<file path="src/iwd_pkg.sv">
// Shared types, widths and constants of the insulation PWM status decoder.
`timescale 1ns / 1ps

package iwd_pkg;

    // Field widths
    localparam int FREQ_W     = 16;
    localparam int DUTY_W     = 14;
    localparam int HW_W       = 12;
    localparam int RES_W      = 17;
    localparam int CFG_IDX_W  = 3;
    localparam int CFG_DATA_W = 16;
    localparam int S_TDATA_W  = 32;
    localparam int M_TDATA_W  = 32;

    // Queue between front and back
    localparam int FIFO_DEPTH = 4;
    localparam int FIFO_AW    = $clog2(FIFO_DEPTH);

    // Divider: one quotient bit per stage; quotient always fits RES_W bits
    localparam int DIV_STAGES = RES_W;
    localparam int DIV_N_W    = 24;
    localparam logic [DIV_N_W-1:0] DIV_DIVIDEND = 24'd10800000;
    localparam logic [DUTY_W-1:0]  DIV_INIT     = DUTY_W'(DIV_DIVIDEND >> DIV_STAGES);

    // Resistance constants, kOhm
    localparam logic [RES_W-1:0] RES_MAX_KOHM = 17'd106800;
    localparam logic [RES_W-1:0] RES_OFFSET   = 17'd1200;

    // Duty thresholds, 0.01 % units
    localparam logic [DUTY_W-1:0] DUTY_NORM_LO = 14'd400;
    localparam logic [DUTY_W-1:0] DUTY_NORM_HI = 14'd9600;
    localparam logic [DUTY_W-1:0] DUTY_SSG_LO  = 14'd400;
    localparam logic [DUTY_W-1:0] DUTY_SSG_HI  = 14'd1100;
    localparam logic [DUTY_W-1:0] DUTY_SSB_LO  = 14'd8900;
    localparam logic [DUTY_W-1:0] DUTY_SSB_HI  = 14'd9600;
    localparam logic [DUTY_W-1:0] DUTY_ERR_LO  = 14'd4650;
    localparam logic [DUTY_W-1:0] DUTY_ERR_HI  = 14'd5350;
    localparam logic [DUTY_W-1:0] DUTY_RES_BASE = 14'd500;
    // at or below this duty the quotient reaches saturation anyway
    localparam logic [DUTY_W-1:0] DUTY_DIV_MIN = 14'd600;
    localparam logic [DUTY_W-1:0] DUTY_RES_TOP = 14'd9500;

    // Reset values of the configuration registers
    localparam logic [FREQ_W-1:0] RST_NORMAL_CENTRE = 16'd1000;
    localparam logic [FREQ_W-1:0] RST_UV_CENTRE     = 16'd2000;
    localparam logic [FREQ_W-1:0] RST_SS_CENTRE     = 16'd3000;
    localparam logic [FREQ_W-1:0] RST_DEVERR_CENTRE = 16'd4000;
    localparam logic [FREQ_W-1:0] RST_GNDERR_CENTRE = 16'd5000;
    localparam logic [HW_W-1:0]   RST_HALF_WIDTH    = 12'd200;
    localparam logic [FREQ_W-1:0] RST_SHORT_CLAMP   = 16'd10;

    typedef enum logic [2:0] {
        MODE_NORMAL, MODE_UNDERVOLT, MODE_SPEEDSTART, MODE_DEV_ERR,
        MODE_GND_ERR, MODE_SHORT, MODE_UNDEF
    } mode_t;

    typedef enum logic [3:0] {
        ST_RES, ST_RES_UNK, ST_ESTIM, ST_ESTIM_UNK, ST_UV, ST_UV_UNK,
        ST_DEVERR, ST_DEVERR_UNK, ST_GNDERR, ST_GNDERR_UNK, ST_SHORT, ST_INVALID
    } meas_state_t;

    typedef enum logic [1:0] {
        RES_ZERO, RES_MAX, RES_DIV
    } res_kind_t;

    typedef enum logic [CFG_IDX_W-1:0] {
        CFG_NORMAL, CFG_UNDERVOLT, CFG_SPEEDSTART, CFG_DEV_ERR,
        CFG_GND_ERR, CFG_HALF_WIDTH, CFG_SHORT_CLAMP
    } cfg_idx_t;

    // Classified word handed from front to back
    typedef struct packed {
        mode_t             mode;
        meas_state_t       meas_state;
        logic              valid_res;
        logic              undervoltage;
        logic              status_pin;
        res_kind_t         kind;
        logic [DUTY_W-1:0] divisor;
    } item_t;

    // Finished result word
    typedef struct packed {
        mode_t            mode;
        meas_state_t      meas_state;
        logic             valid_res;
        logic             undervoltage;
        logic [RES_W-1:0] insul_kohm;
        logic             status_pin_out;
    } result_t;

endpackage

</file>
<file path="src/iwd_front.sv">
// Front: configuration registers, band sorting and duty window checks.
`timescale 1ns / 1ps

module iwd_front
    import iwd_pkg::*;
(
    input  logic                  aclk,
    input  logic                  aresetn,
    input  logic                  cfg_valid,
    output logic                  cfg_ready,
    input  logic [CFG_IDX_W-1:0]  cfg_index,
    input  logic [CFG_DATA_W-1:0] cfg_data,
    input  logic                  in_valid,
    output logic                  in_ready,
    input  logic [FREQ_W-1:0]     in_freq,
    input  logic [DUTY_W-1:0]     in_duty,
    input  logic                  in_pin,
    output logic                  out_valid,
    input  logic                  out_ready,
    output item_t                 out_item
);

    logic [FREQ_W-1:0] normal_c_reg, uv_c_reg, ss_c_reg, deverr_c_reg, gnderr_c_reg;
    logic [FREQ_W-1:0] short_clamp_reg;
    logic [HW_W-1:0]   half_width_reg;
    logic              valid_reg, valid_next;
    item_t             item_reg, item_next;
    logic              accept;

    // band is [centre - hw, centre + hw), compared without signs
    function automatic logic in_band(input logic [FREQ_W-1:0] f,
                                     input logic [FREQ_W-1:0] c,
                                     input logic [HW_W-1:0]   hw);
        logic [FREQ_W:0] f_ext, c_ext, hw_ext;
        f_ext  = {1'b0, f};
        c_ext  = {1'b0, c};
        hw_ext = (FREQ_W+1)'(hw);
        return ((f_ext + hw_ext) >= c_ext) && (f_ext < (c_ext + hw_ext));
    endfunction

    function automatic logic duty_open(input logic [DUTY_W-1:0] d,
                                       input logic [DUTY_W-1:0] lo,
                                       input logic [DUTY_W-1:0] hi);
        return (d > lo) && (d < hi);
    endfunction

    assign cfg_ready = 1'b1;
    assign in_ready  = !valid_reg || out_ready;
    assign accept    = in_valid && in_ready;
    assign out_valid = valid_reg;
    assign out_item  = item_reg;

    // Classification
    always_comb begin
        item_next              = item_reg;
        item_next.status_pin   = in_pin;
        item_next.divisor      = in_duty - DUTY_RES_BASE;
        item_next.valid_res    = 1'b0;
        item_next.undervoltage = 1'b0;
        item_next.kind         = RES_ZERO;
        item_next.meas_state   = ST_INVALID;

        priority if (in_band(in_freq, normal_c_reg, half_width_reg)) begin
            item_next.mode = MODE_NORMAL;
        end else if (in_band(in_freq, uv_c_reg, half_width_reg)) begin
            item_next.mode = MODE_UNDERVOLT;
        end else if (in_band(in_freq, ss_c_reg, half_width_reg)) begin
            item_next.mode = MODE_SPEEDSTART;
        end else if (in_band(in_freq, deverr_c_reg, half_width_reg)) begin
            item_next.mode = MODE_DEV_ERR;
        end else if (in_band(in_freq, gnderr_c_reg, half_width_reg)) begin
            item_next.mode = MODE_GND_ERR;
        end else if (in_freq <= short_clamp_reg) begin
            item_next.mode = MODE_SHORT;
        end else begin
            item_next.mode = MODE_UNDEF;
        end

        unique case (item_next.mode)
            MODE_NORMAL, MODE_UNDERVOLT: begin
                item_next.undervoltage = (item_next.mode == MODE_UNDERVOLT);
                if (duty_open(in_duty, DUTY_NORM_LO, DUTY_NORM_HI)) begin
                    item_next.valid_res  = 1'b1;
                    item_next.meas_state = (item_next.mode == MODE_UNDERVOLT) ? ST_UV : ST_RES;
                    priority if (in_duty <= DUTY_DIV_MIN) begin
                        item_next.kind = RES_MAX;
                    end else if (in_duty > DUTY_RES_TOP) begin
                        item_next.kind = RES_ZERO;
                    end else begin
                        item_next.kind = RES_DIV;
                    end
                end else begin
                    item_next.meas_state =
                        (item_next.mode == MODE_UNDERVOLT) ? ST_UV_UNK : ST_RES_UNK;
                end
            end
            MODE_SPEEDSTART: begin
                priority if (duty_open(in_duty, DUTY_SSG_LO, DUTY_SSG_HI)) begin
                    item_next.valid_res  = 1'b1;
                    item_next.meas_state = ST_ESTIM;
                    item_next.kind       = RES_MAX;
                end else if (duty_open(in_duty, DUTY_SSB_LO, DUTY_SSB_HI)) begin
                    item_next.valid_res  = 1'b1;
                    item_next.meas_state = ST_ESTIM;
                end else begin
                    item_next.meas_state = ST_ESTIM_UNK;
                end
            end
            MODE_DEV_ERR, MODE_GND_ERR: begin
                if (duty_open(in_duty, DUTY_ERR_LO, DUTY_ERR_HI)) begin
                    item_next.valid_res  = 1'b1;
                    item_next.meas_state =
                        (item_next.mode == MODE_DEV_ERR) ? ST_DEVERR : ST_GNDERR;
                end else begin
                    item_next.meas_state =
                        (item_next.mode == MODE_DEV_ERR) ? ST_DEVERR_UNK : ST_GNDERR_UNK;
                end
            end
            MODE_SHORT: begin
                item_next.valid_res  = 1'b1;
                item_next.meas_state = ST_SHORT;
            end
            default: begin
                item_next.undervoltage = 1'b1;
                item_next.meas_state   = ST_INVALID;
            end
        endcase
    end

    // Output stage valid
    always_comb begin
        if (accept) begin
            valid_next = 1'b1;
        end else if (out_ready) begin
            valid_next = 1'b0;
        end else begin
            valid_next = valid_reg;
        end
    end

    // Registers and configuration writes
    always_ff @(posedge aclk) begin
        if (!aresetn) begin
            valid_reg       <= 1'b0;
            normal_c_reg    <= RST_NORMAL_CENTRE;
            uv_c_reg        <= RST_UV_CENTRE;
            ss_c_reg        <= RST_SS_CENTRE;
            deverr_c_reg    <= RST_DEVERR_CENTRE;
            gnderr_c_reg    <= RST_GNDERR_CENTRE;
            half_width_reg  <= RST_HALF_WIDTH;
            short_clamp_reg <= RST_SHORT_CLAMP;
        end else begin
            valid_reg <= valid_next;
            if (cfg_valid && cfg_ready) begin
                unique case (cfg_idx_t'(cfg_index))
                    CFG_NORMAL:      normal_c_reg    <= cfg_data;
                    CFG_UNDERVOLT:   uv_c_reg        <= cfg_data;
                    CFG_SPEEDSTART:  ss_c_reg        <= cfg_data;
                    CFG_DEV_ERR:     deverr_c_reg    <= cfg_data;
                    CFG_GND_ERR:     gnderr_c_reg    <= cfg_data;
                    CFG_HALF_WIDTH:  half_width_reg  <= cfg_data[HW_W-1:0];
                    CFG_SHORT_CLAMP: short_clamp_reg <= cfg_data;
                    default: ;
                endcase
            end
        end
        if (accept) begin
            item_reg <= item_next;
        end
    end

endmodule

</file>
<file path="src/iwd_fifo.sv">
// Short word queue between the classifying front and the dividing back.
`timescale 1ns / 1ps

module iwd_fifo
    import iwd_pkg::*;
(
    input  logic  aclk,
    input  logic  aresetn,
    input  logic  in_valid,
    output logic  in_ready,
    input  item_t in_item,
    output logic  out_valid,
    input  logic  out_ready,
    output item_t out_item
);

    item_t              mem_reg [FIFO_DEPTH];
    logic [FIFO_AW-1:0] wr_ptr_reg, wr_ptr_next, rd_ptr_reg, rd_ptr_next;
    logic [FIFO_AW:0]   count_reg, count_next;
    logic               push, pop;

    assign in_ready  = (count_reg != (FIFO_AW+1)'(FIFO_DEPTH));
    assign out_valid = (count_reg != '0);
    assign out_item  = mem_reg[rd_ptr_reg];
    assign push      = in_valid && in_ready;
    assign pop       = out_valid && out_ready;

    // Pointer and fill count update
    always_comb begin
        wr_ptr_next = push ? wr_ptr_reg + 1'b1 : wr_ptr_reg;
        rd_ptr_next = pop ? rd_ptr_reg + 1'b1 : rd_ptr_reg;
        count_next  = count_reg + (FIFO_AW+1)'(push) - (FIFO_AW+1)'(pop);
    end

    always_ff @(posedge aclk) begin
        if (!aresetn) begin
            wr_ptr_reg <= '0;
            rd_ptr_reg <= '0;
            count_reg  <= '0;
        end else begin
            wr_ptr_reg <= wr_ptr_next;
            rd_ptr_reg <= rd_ptr_next;
            count_reg  <= count_next;
        end
        if (push) begin
            mem_reg[wr_ptr_reg] <= in_item;
        end
    end

endmodule

</file>
<file path="src/iwd_back.sv">
// Back: pipelined restoring divider for the resistance and the output register.
`timescale 1ns / 1ps

module iwd_back
    import iwd_pkg::*;
(
    input  logic    aclk,
    input  logic    aresetn,
    input  logic    in_valid,
    output logic    in_ready,
    input  item_t   in_item,
    output logic    out_valid,
    input  logic    out_ready,
    output result_t out_result
);

    // stage k holds the partial remainder after k quotient bits
    logic             stg_vld_reg  [DIV_STAGES+1];
    item_t            stg_item_reg [DIV_STAGES+1];
    logic [DUTY_W-1:0] stg_rem_reg [DIV_STAGES+1];
    logic [RES_W-1:0] stg_quo_reg  [DIV_STAGES+1];
    logic [DUTY_W-1:0] stg_rem_next [DIV_STAGES+1];
    logic [RES_W-1:0] stg_quo_next [DIV_STAGES+1];
    logic             out_valid_reg;
    result_t          out_result_reg, out_result_next;
    logic             adv;

    // whole pipe moves when the output register can take a word
    assign adv        = !out_valid_reg || out_ready;
    assign in_ready   = adv;
    assign out_valid  = out_valid_reg;
    assign out_result = out_result_reg;

    // One quotient bit per stage
    always_comb begin
        logic [DUTY_W:0] trial;
        logic            ge;
        stg_rem_next[0] = DIV_INIT;
        stg_quo_next[0] = '0;
        for (int k = 0; k < DIV_STAGES; k++) begin
            trial = {stg_rem_reg[k], DIV_DIVIDEND[DIV_STAGES-1-k]};
            ge    = (trial >= {1'b0, stg_item_reg[k].divisor});
            stg_rem_next[k+1] = ge ? DUTY_W'(trial - {1'b0, stg_item_reg[k].divisor})
                                   : trial[DUTY_W-1:0];
            stg_quo_next[k+1] = {stg_quo_reg[k][RES_W-2:0], ge};
        end
    end

    // Final resistance select
    always_comb begin
        out_result_next.mode           = stg_item_reg[DIV_STAGES].mode;
        out_result_next.meas_state     = stg_item_reg[DIV_STAGES].meas_state;
        out_result_next.valid_res      = stg_item_reg[DIV_STAGES].valid_res;
        out_result_next.undervoltage   = stg_item_reg[DIV_STAGES].undervoltage;
        out_result_next.status_pin_out = stg_item_reg[DIV_STAGES].status_pin;
        unique case (stg_item_reg[DIV_STAGES].kind)
            RES_MAX: out_result_next.insul_kohm = RES_MAX_KOHM;
            RES_DIV: out_result_next.insul_kohm = stg_quo_reg[DIV_STAGES] - RES_OFFSET;
            default: out_result_next.insul_kohm = '0;
        endcase
    end

    always_ff @(posedge aclk) begin
        if (!aresetn) begin
            out_valid_reg <= 1'b0;
            for (int k = 0; k <= DIV_STAGES; k++) begin
                stg_vld_reg[k] <= 1'b0;
            end
        end else if (adv) begin
            out_valid_reg  <= stg_vld_reg[DIV_STAGES];
            stg_vld_reg[0] <= in_valid;
            for (int k = 1; k <= DIV_STAGES; k++) begin
                stg_vld_reg[k] <= stg_vld_reg[k-1];
            end
        end
        if (adv) begin
            out_result_reg  <= out_result_next;
            stg_item_reg[0] <= in_item;
            stg_rem_reg[0]  <= stg_rem_next[0];
            stg_quo_reg[0]  <= stg_quo_next[0];
            for (int k = 1; k <= DIV_STAGES; k++) begin
                stg_item_reg[k] <= stg_item_reg[k-1];
                stg_rem_reg[k]  <= stg_rem_next[k];
                stg_quo_reg[k]  <= stg_quo_next[k];
            end
        end
    end

endmodule

</file>
<file path="src/insulation_pwm_status_decoder.sv">
// Top level of the insulation PWM status decoder: front, queue and back.
//
// Usage: one word on the s_ channel carries a measured PWM frequency
// (0.01 Hz), a duty cycle (0.01 %) and the status pin level. For each word
// one result word leaves on the m_ channel: mode, state code, validity,
// undervoltage flag, insulation resistance in kOhm and the pin level.
// The cfg_ channel writes the band centres, band half width and short
// clamp; it is always ready. The user must write it only while no word
// is in flight; the block does not enforce this. A word passes the
// classify register, queue, 17 divider stages of one quotient bit each
// and output register. Throughput: one word per cycle while m_tready
// is not held low; the divider pipeline retires one quotient per cycle.
// Reset (aresetn low, synchronous) empties the queue and pipeline and
// loads the default configuration.
// When the receiver holds m_tready low the output word holds, the divider
// pipeline freezes and the four-entry queue absorbs further words before
// s_tready falls.
`timescale 1ns / 1ps

module insulation_pwm_status_decoder
    import iwd_pkg::*;
(
    input  logic                  aclk,
    input  logic                  aresetn,
    input  logic                  s_tvalid,
    output logic                  s_tready,
    // [15:0] pwm_frequency, [29:16] pwm_duty, [30] status_pin, [31] zero
    input  logic [S_TDATA_W-1:0]  s_tdata,
    output logic                  m_tvalid,
    input  logic                  m_tready,
    // [2:0] mode, [6:3] meas_state, [7] valid_res, [8] undervoltage,
    // [25:9] insul_kohm, [26] status_pin_out, [31:27] zero
    output logic [M_TDATA_W-1:0]  m_tdata,
    input  logic                  cfg_valid,
    output logic                  cfg_ready,
    input  logic [CFG_IDX_W-1:0]  cfg_index,
    input  logic [CFG_DATA_W-1:0] cfg_data
);

    logic    fr_valid, fr_ready, bk_valid, bk_ready;
    item_t   fr_item, bk_item;
    result_t result;

    iwd_front u_front (
        .aclk      (aclk),
        .aresetn   (aresetn),
        .cfg_valid (cfg_valid),
        .cfg_ready (cfg_ready),
        .cfg_index (cfg_index),
        .cfg_data  (cfg_data),
        .in_valid  (s_tvalid),
        .in_ready  (s_tready),
        .in_freq   (s_tdata[15:0]),
        .in_duty   (s_tdata[29:16]),
        .in_pin    (s_tdata[30]),
        .out_valid (fr_valid),
        .out_ready (fr_ready),
        .out_item  (fr_item)
    );

    iwd_fifo u_fifo (
        .aclk      (aclk),
        .aresetn   (aresetn),
        .in_valid  (fr_valid),
        .in_ready  (fr_ready),
        .in_item   (fr_item),
        .out_valid (bk_valid),
        .out_ready (bk_ready),
        .out_item  (bk_item)
    );

    iwd_back u_back (
        .aclk       (aclk),
        .aresetn    (aresetn),
        .in_valid   (bk_valid),
        .in_ready   (bk_ready),
        .in_item    (bk_item),
        .out_valid  (m_tvalid),
        .out_ready  (m_tready),
        .out_result (result)
    );

    // Result word packing, first field lowest
    assign m_tdata = {5'b0, result.status_pin_out, result.insul_kohm,
                      result.undervoltage, result.valid_res,
                      result.meas_state, result.mode};

endmodule

</file>
<file path="config.mk">
export PLATFORM = sky130hd
export DESIGN_NAME = insulation_pwm_status_decoder
export DESIGN_NICKNAME = d
export VERILOG_FILES = /design/src/iwd_pkg.sv /design/src/iwd_front.sv /design/src/iwd_fifo.sv /design/src/iwd_back.sv /design/src/insulation_pwm_status_decoder.sv
export SDC_FILE = /design/constraint.sdc
export NUM_CORES = 2
export LEC_CHECK = 0
export ABC_AREA = 1
export CAP_MARGIN = 25
export CORE_UTILIZATION = 63
export CTS_CLUSTER_DIAMETER = 150
export DETAILED_ROUTE_END_ITERATION = 12
export DONT_BUFFER_PORTS = 1
export GPL_ROUTABILITY_DRIVEN = 0
export PLACE_DENSITY_LB_ADDON = 0.15
export SYNTH_ARGS = -nofsm -noshare
export SYNTH_HDL_FRONTEND = slang
export SYNTH_SLANG_ARGS = --single-unit
</file>
<file path="constraint.sdc">
create_clock -name aclk -period 31.8 [get_ports aclk]
set_clock_uncertainty 0.15 [all_clocks]
set_input_delay 4.77 -clock aclk [delete_from_list [all_inputs] [get_ports aclk]]
set_output_delay 4.77 -clock aclk [all_outputs]
set_load 0.005 [all_outputs]
</file>
==> impl.org <==
** Timing
- Final count of pins violating max slew :: 0
- Ratio of final minimum period to clock period :: 26.6%
- Final setup vio count :: 0
- Min Tclk post-route :: 8.46 ns
- Final hold violation count :: 0
- Static timing analysis puts the maximum clock frequency at 118 MHz.
- For the pin with the worst max-slew slack, the measured transition is 1.04 ns.
- Worst max-slew margin expressed relative to the limit :: 30.6%
- Setup total negative slack on the finished layout was measured at 0 ns.
- RSZ-0062 raised after global routing :: no
- Final Hold Slack :: 0.256 ns
- Setup slack closes at 23.34 ns.

** Critical path
- In this run the worst path has a maximum fanout of 7.
- Required time of the critical path :: 32.08 ns
- The cell that appears most often on the critical path is a21oi_1.
- STA classifies the critical path endpoint as a flop.
- The worst setup path is launched from an input pin.
- The setup path with the least slack is of type input pin to flop.
- Arrival time reported for the critical path endpoint :: 8.74 ns
- Maximum cell stage delay along the critical path :: 0.44 ns
- Worst path slowest cell :: xor2_1

** Detailed routing
- For this run, the detailed router's first-pass iteration total came to 12.
- Post-route DRC violation count :: 14
- Avg WL per Cell :: 16.5 µm
- Routed via count :: 35794
- Iteration-0 DRC Markers :: 2362
- The detail route stage leaves a number of antenna-violating nets equal to 0.
- For this block, the routed nets add up to 106000 µm of wire.
- Using the TritonRoute via totals, the vias-per-cell ratio works out to 5.56.

** Synthesis
- Cells after Synth :: 5120
- Number of synthesized register bits :: 1125
- After synthesis, the share of cell area in mux cells is 0.0200%.
- Netlist Area Pre-Place :: 56400 µm²
- Complex-gate fraction of the synthesized area :: 11.0%
- EDFF count, synth :: 989
- Of the synthesized area, sequential elements account for 57.5%.
- The Yosys step of the flow raised 0 warnings.
- Most frequently used flop master after synthesis :: edfxtp_1
- The synthesized netlist devotes 4.07% of its cell area to XOR and XNOR gates.
- Async set-or-reset flop fraction in the synthesized netlist :: 0%
- By area, the combinational part of the netlist is dominated by adder cells.
- Post-synthesis share of cell area spent on and, or, nand and nor gates :: 10.3%
- Summing the areas of all fa, ha and maj instances in the mapped netlist gives 11.3% of the synthesized area.
- In this run, distinct cell masters in the synthesized netlist total 65.
- Mean Syn Cell Area :: 11.0 µm²

** CTS
- Post-CTS repair timing setup buffer count :: 0
- TritonCTS clock tree :: built
- For this design, the sink count on the clock tree is 1125.
- Clock Root Buffer :: clkbuf_16
- Clock latency on the worst-skew pair, taken at its later pin, is 0.70 ns.
- The number of hold buffers added after CTS was 0.
- Worst-case clock buffer depth :: 3
- Depth of the CTS H-tree :: 3
- Clock input transition at the sequential cells of the worst setup and hold paths :: 0.06 ns
- Once the clock tree was built, the resizer swapped 0 gates to a different size.
- Number of clock buffers inserted by TritonCTS :: 111

** Global routing
- First-pass GRT wire length :: 171000 µm
- Pin count of the biggest net entering global routing :: 206
- The number of antenna violations at the first check in global routing was 0.
- The via count of the first global-routing pass was 34854.
- Global routing consumed, over all layers together, 23.5% of the routing resources.
- The total overflow left after global routing is 0.

** Floorplanning
- The initial utilization of the core area, before any placement, comes to 63.7%.
- 91 I/O pins were placed.
- In this run the core area contains 109 standard-cell rows.
- Overall die area :: 90700 µm²
- Core footprint :: 88500 µm²
- Die height :: 301 µm
- Die Span X :: 301 µm

** Layout
- Relative to the synthesized area, the layout overhead comes to 8.94%.
- The finished cells cover 61400 µm².
- ANT cells :: 0
- Filler cell count :: 6305
- The post-route netlist has 6.22% of its cells at a drive strength greater than 1.
- The register with the most flip-flops in the layout has 454 of them.
- At the end of the flow, the number of nets in the layout was 5730.

** Status
- Status :: finished with violations
- The final reports fail on DRC.

** Power and ir drop
- Maximum vdd drop :: 0.0000570 V
- The analysis attributes to cell leakage a power of 26.2 nW.
- Power after layout :: 0.00648 W
- Ratio of total power to cell area :: 105 nW/µm²

** Place
- Dpl hpwl :: 74500 µm
- Post-place instance area :: 57700 µm²
- Port bufs :: 0
- Timing analysis after detailed placement gives a worst setup slack of 22.64 ns.

** Flow run
- Number of max-cap violations :: 0

** Worst hold path
- In this run the worst hold path is classified as flop to flop.
[per-stage QoR]
step	std cells	utilization, %
floorplan	5124	-
global placement	6224	65.1
detailed placement	6225	65.1
CTS	6434	69.3
global route	6439	69.4
finish	6439	69.4
[per-layer routing]
layer | wire length [µm] | part of all wire [%] | GRT usage (%)
met5 | 0 | 0 | 0
met4 | 3080 | 2.9 | 8.44
met2 | 53000 | 50 | 41.4
met1 | 44900 | 42 | 29.6
met3 | 5060 | 4.8 | 2.99
[synthesized netlist by cell type (all sizes together) (10+ instances only)]
| library cell | n | area share [%] |
|---|---|---|
| o211ai | 37 | 0.49 |
| nor4 | 11 | 0.12 |
| nor3 | 48 | 0.44 |
| o21ai | 330 | 2.9 |
| edfxtp | 989 | 53 |
| xnor2 | 94 | 1.5 |
| a211oi | 10 | 0.13 |
| a21o | 13 | 0.17 |
| o221ai | 16 | 0.58 |
| nand2 | 643 | 4.4 |
| dfxtp | 136 | 4.8 |
| xor2 | 168 | 2.6 |
| nand3 | 124 | 1.2 |
| inv | 744 | 5.0 |
| a31oi | 15 | 0.17 |
| fa | 22 | 0.78 |
| clkbuf | 45 | 0.30 |
| and2 | 15 | 0.18 |
| nand4 | 63 | 0.81 |
| ha | 474 | 11 |
| buf | 39 | 0.50 |
| o22ai | 43 | 0.48 |
| o21bai | 14 | 0.19 |
| nor2 | 428 | 3.0 |
| a21oi | 525 | 4.8 |
[worst paths after layout]
kind	from	endpoint	slack [ns]	depth (start not counted)
worst max-delay path	s_tdata[2]	u_front.out_item[17]	23.34	27
worst min register to register	u_back.stg_item_reg[2][15]	u_back.stg_item_reg[3][15]	0.26	0
worst max register to register	u_front.half_width_reg[1]	u_front.out_item[18]	26.53	25
worst min-delay path	u_back.stg_item_reg[2][15]	u_back.stg_item_reg[3][15]	0.26	0
[power breakdown]
part	switching [W]	internal (W)
clock network	0.000551	0.000757
logic	0.00149	0.000990
registers	0.000283	0.00241
total	0.00232	0.00416
[layout by cell type, fill, tap and decap left out, types with 47 or more instances in the layout]
cell type / Yosys / layout
nand2_1: 624 / 624
nand4_1: 59 / 59
a21oi_1: 504 / 504
inv_1: 738 / 736
nor3_1: 47 / 47
xnor2_1: 94 / 94
xor2_1: 168 / 168
o21ai_0: 309 / 309
edfxtp_1: 989 / 989
nor2_1: 403 / 399
dfxtp_1: 136 / 136
nand3_1: 115 / 115
ha_1: 474 / 474
clkbuf_16: 0 / 112
[critical path, delay by kind of cell]
family                   cells  cell delay [ns]
AO/OA/AOI/OAI                8             1.32
AND/OR/NAND/NOR             13             1.30
adder cells (fa/ha/maj)      2             0.71
XOR/XNOR                     1             0.44
buffers and inverters        3             0.19
[logic make-up after synthesis]
family | after synthesis
muxes | 1
xor gates and xnor gates | 262
and+or+nand+nor | 1350
adders and majority gates | 496
buffers and inverters | 830
other | 2
AOI/OAI and AO/OA | 1054
DFF | 1125
[cell type report]
| type | count | area (µm²) | area share, % |
|---|---|---|---|
| flip-flops and latches | 1125 | 32400 | 52.8 |
| multi-input cells | 3169 | 20800 | 33.8 |
| clock buffers | 137 | 2940 | 4.78 |
| inverters | 746 | 2810 | 4.57 |
| well taps | 1165 | 1460 | 2.37 |
| clock inverters | 72 | 763 | 1.24 |
| repair buffers | 25 | 269 | 0.438 |
No activity file was read; power rests on OpenSTA's default activity.
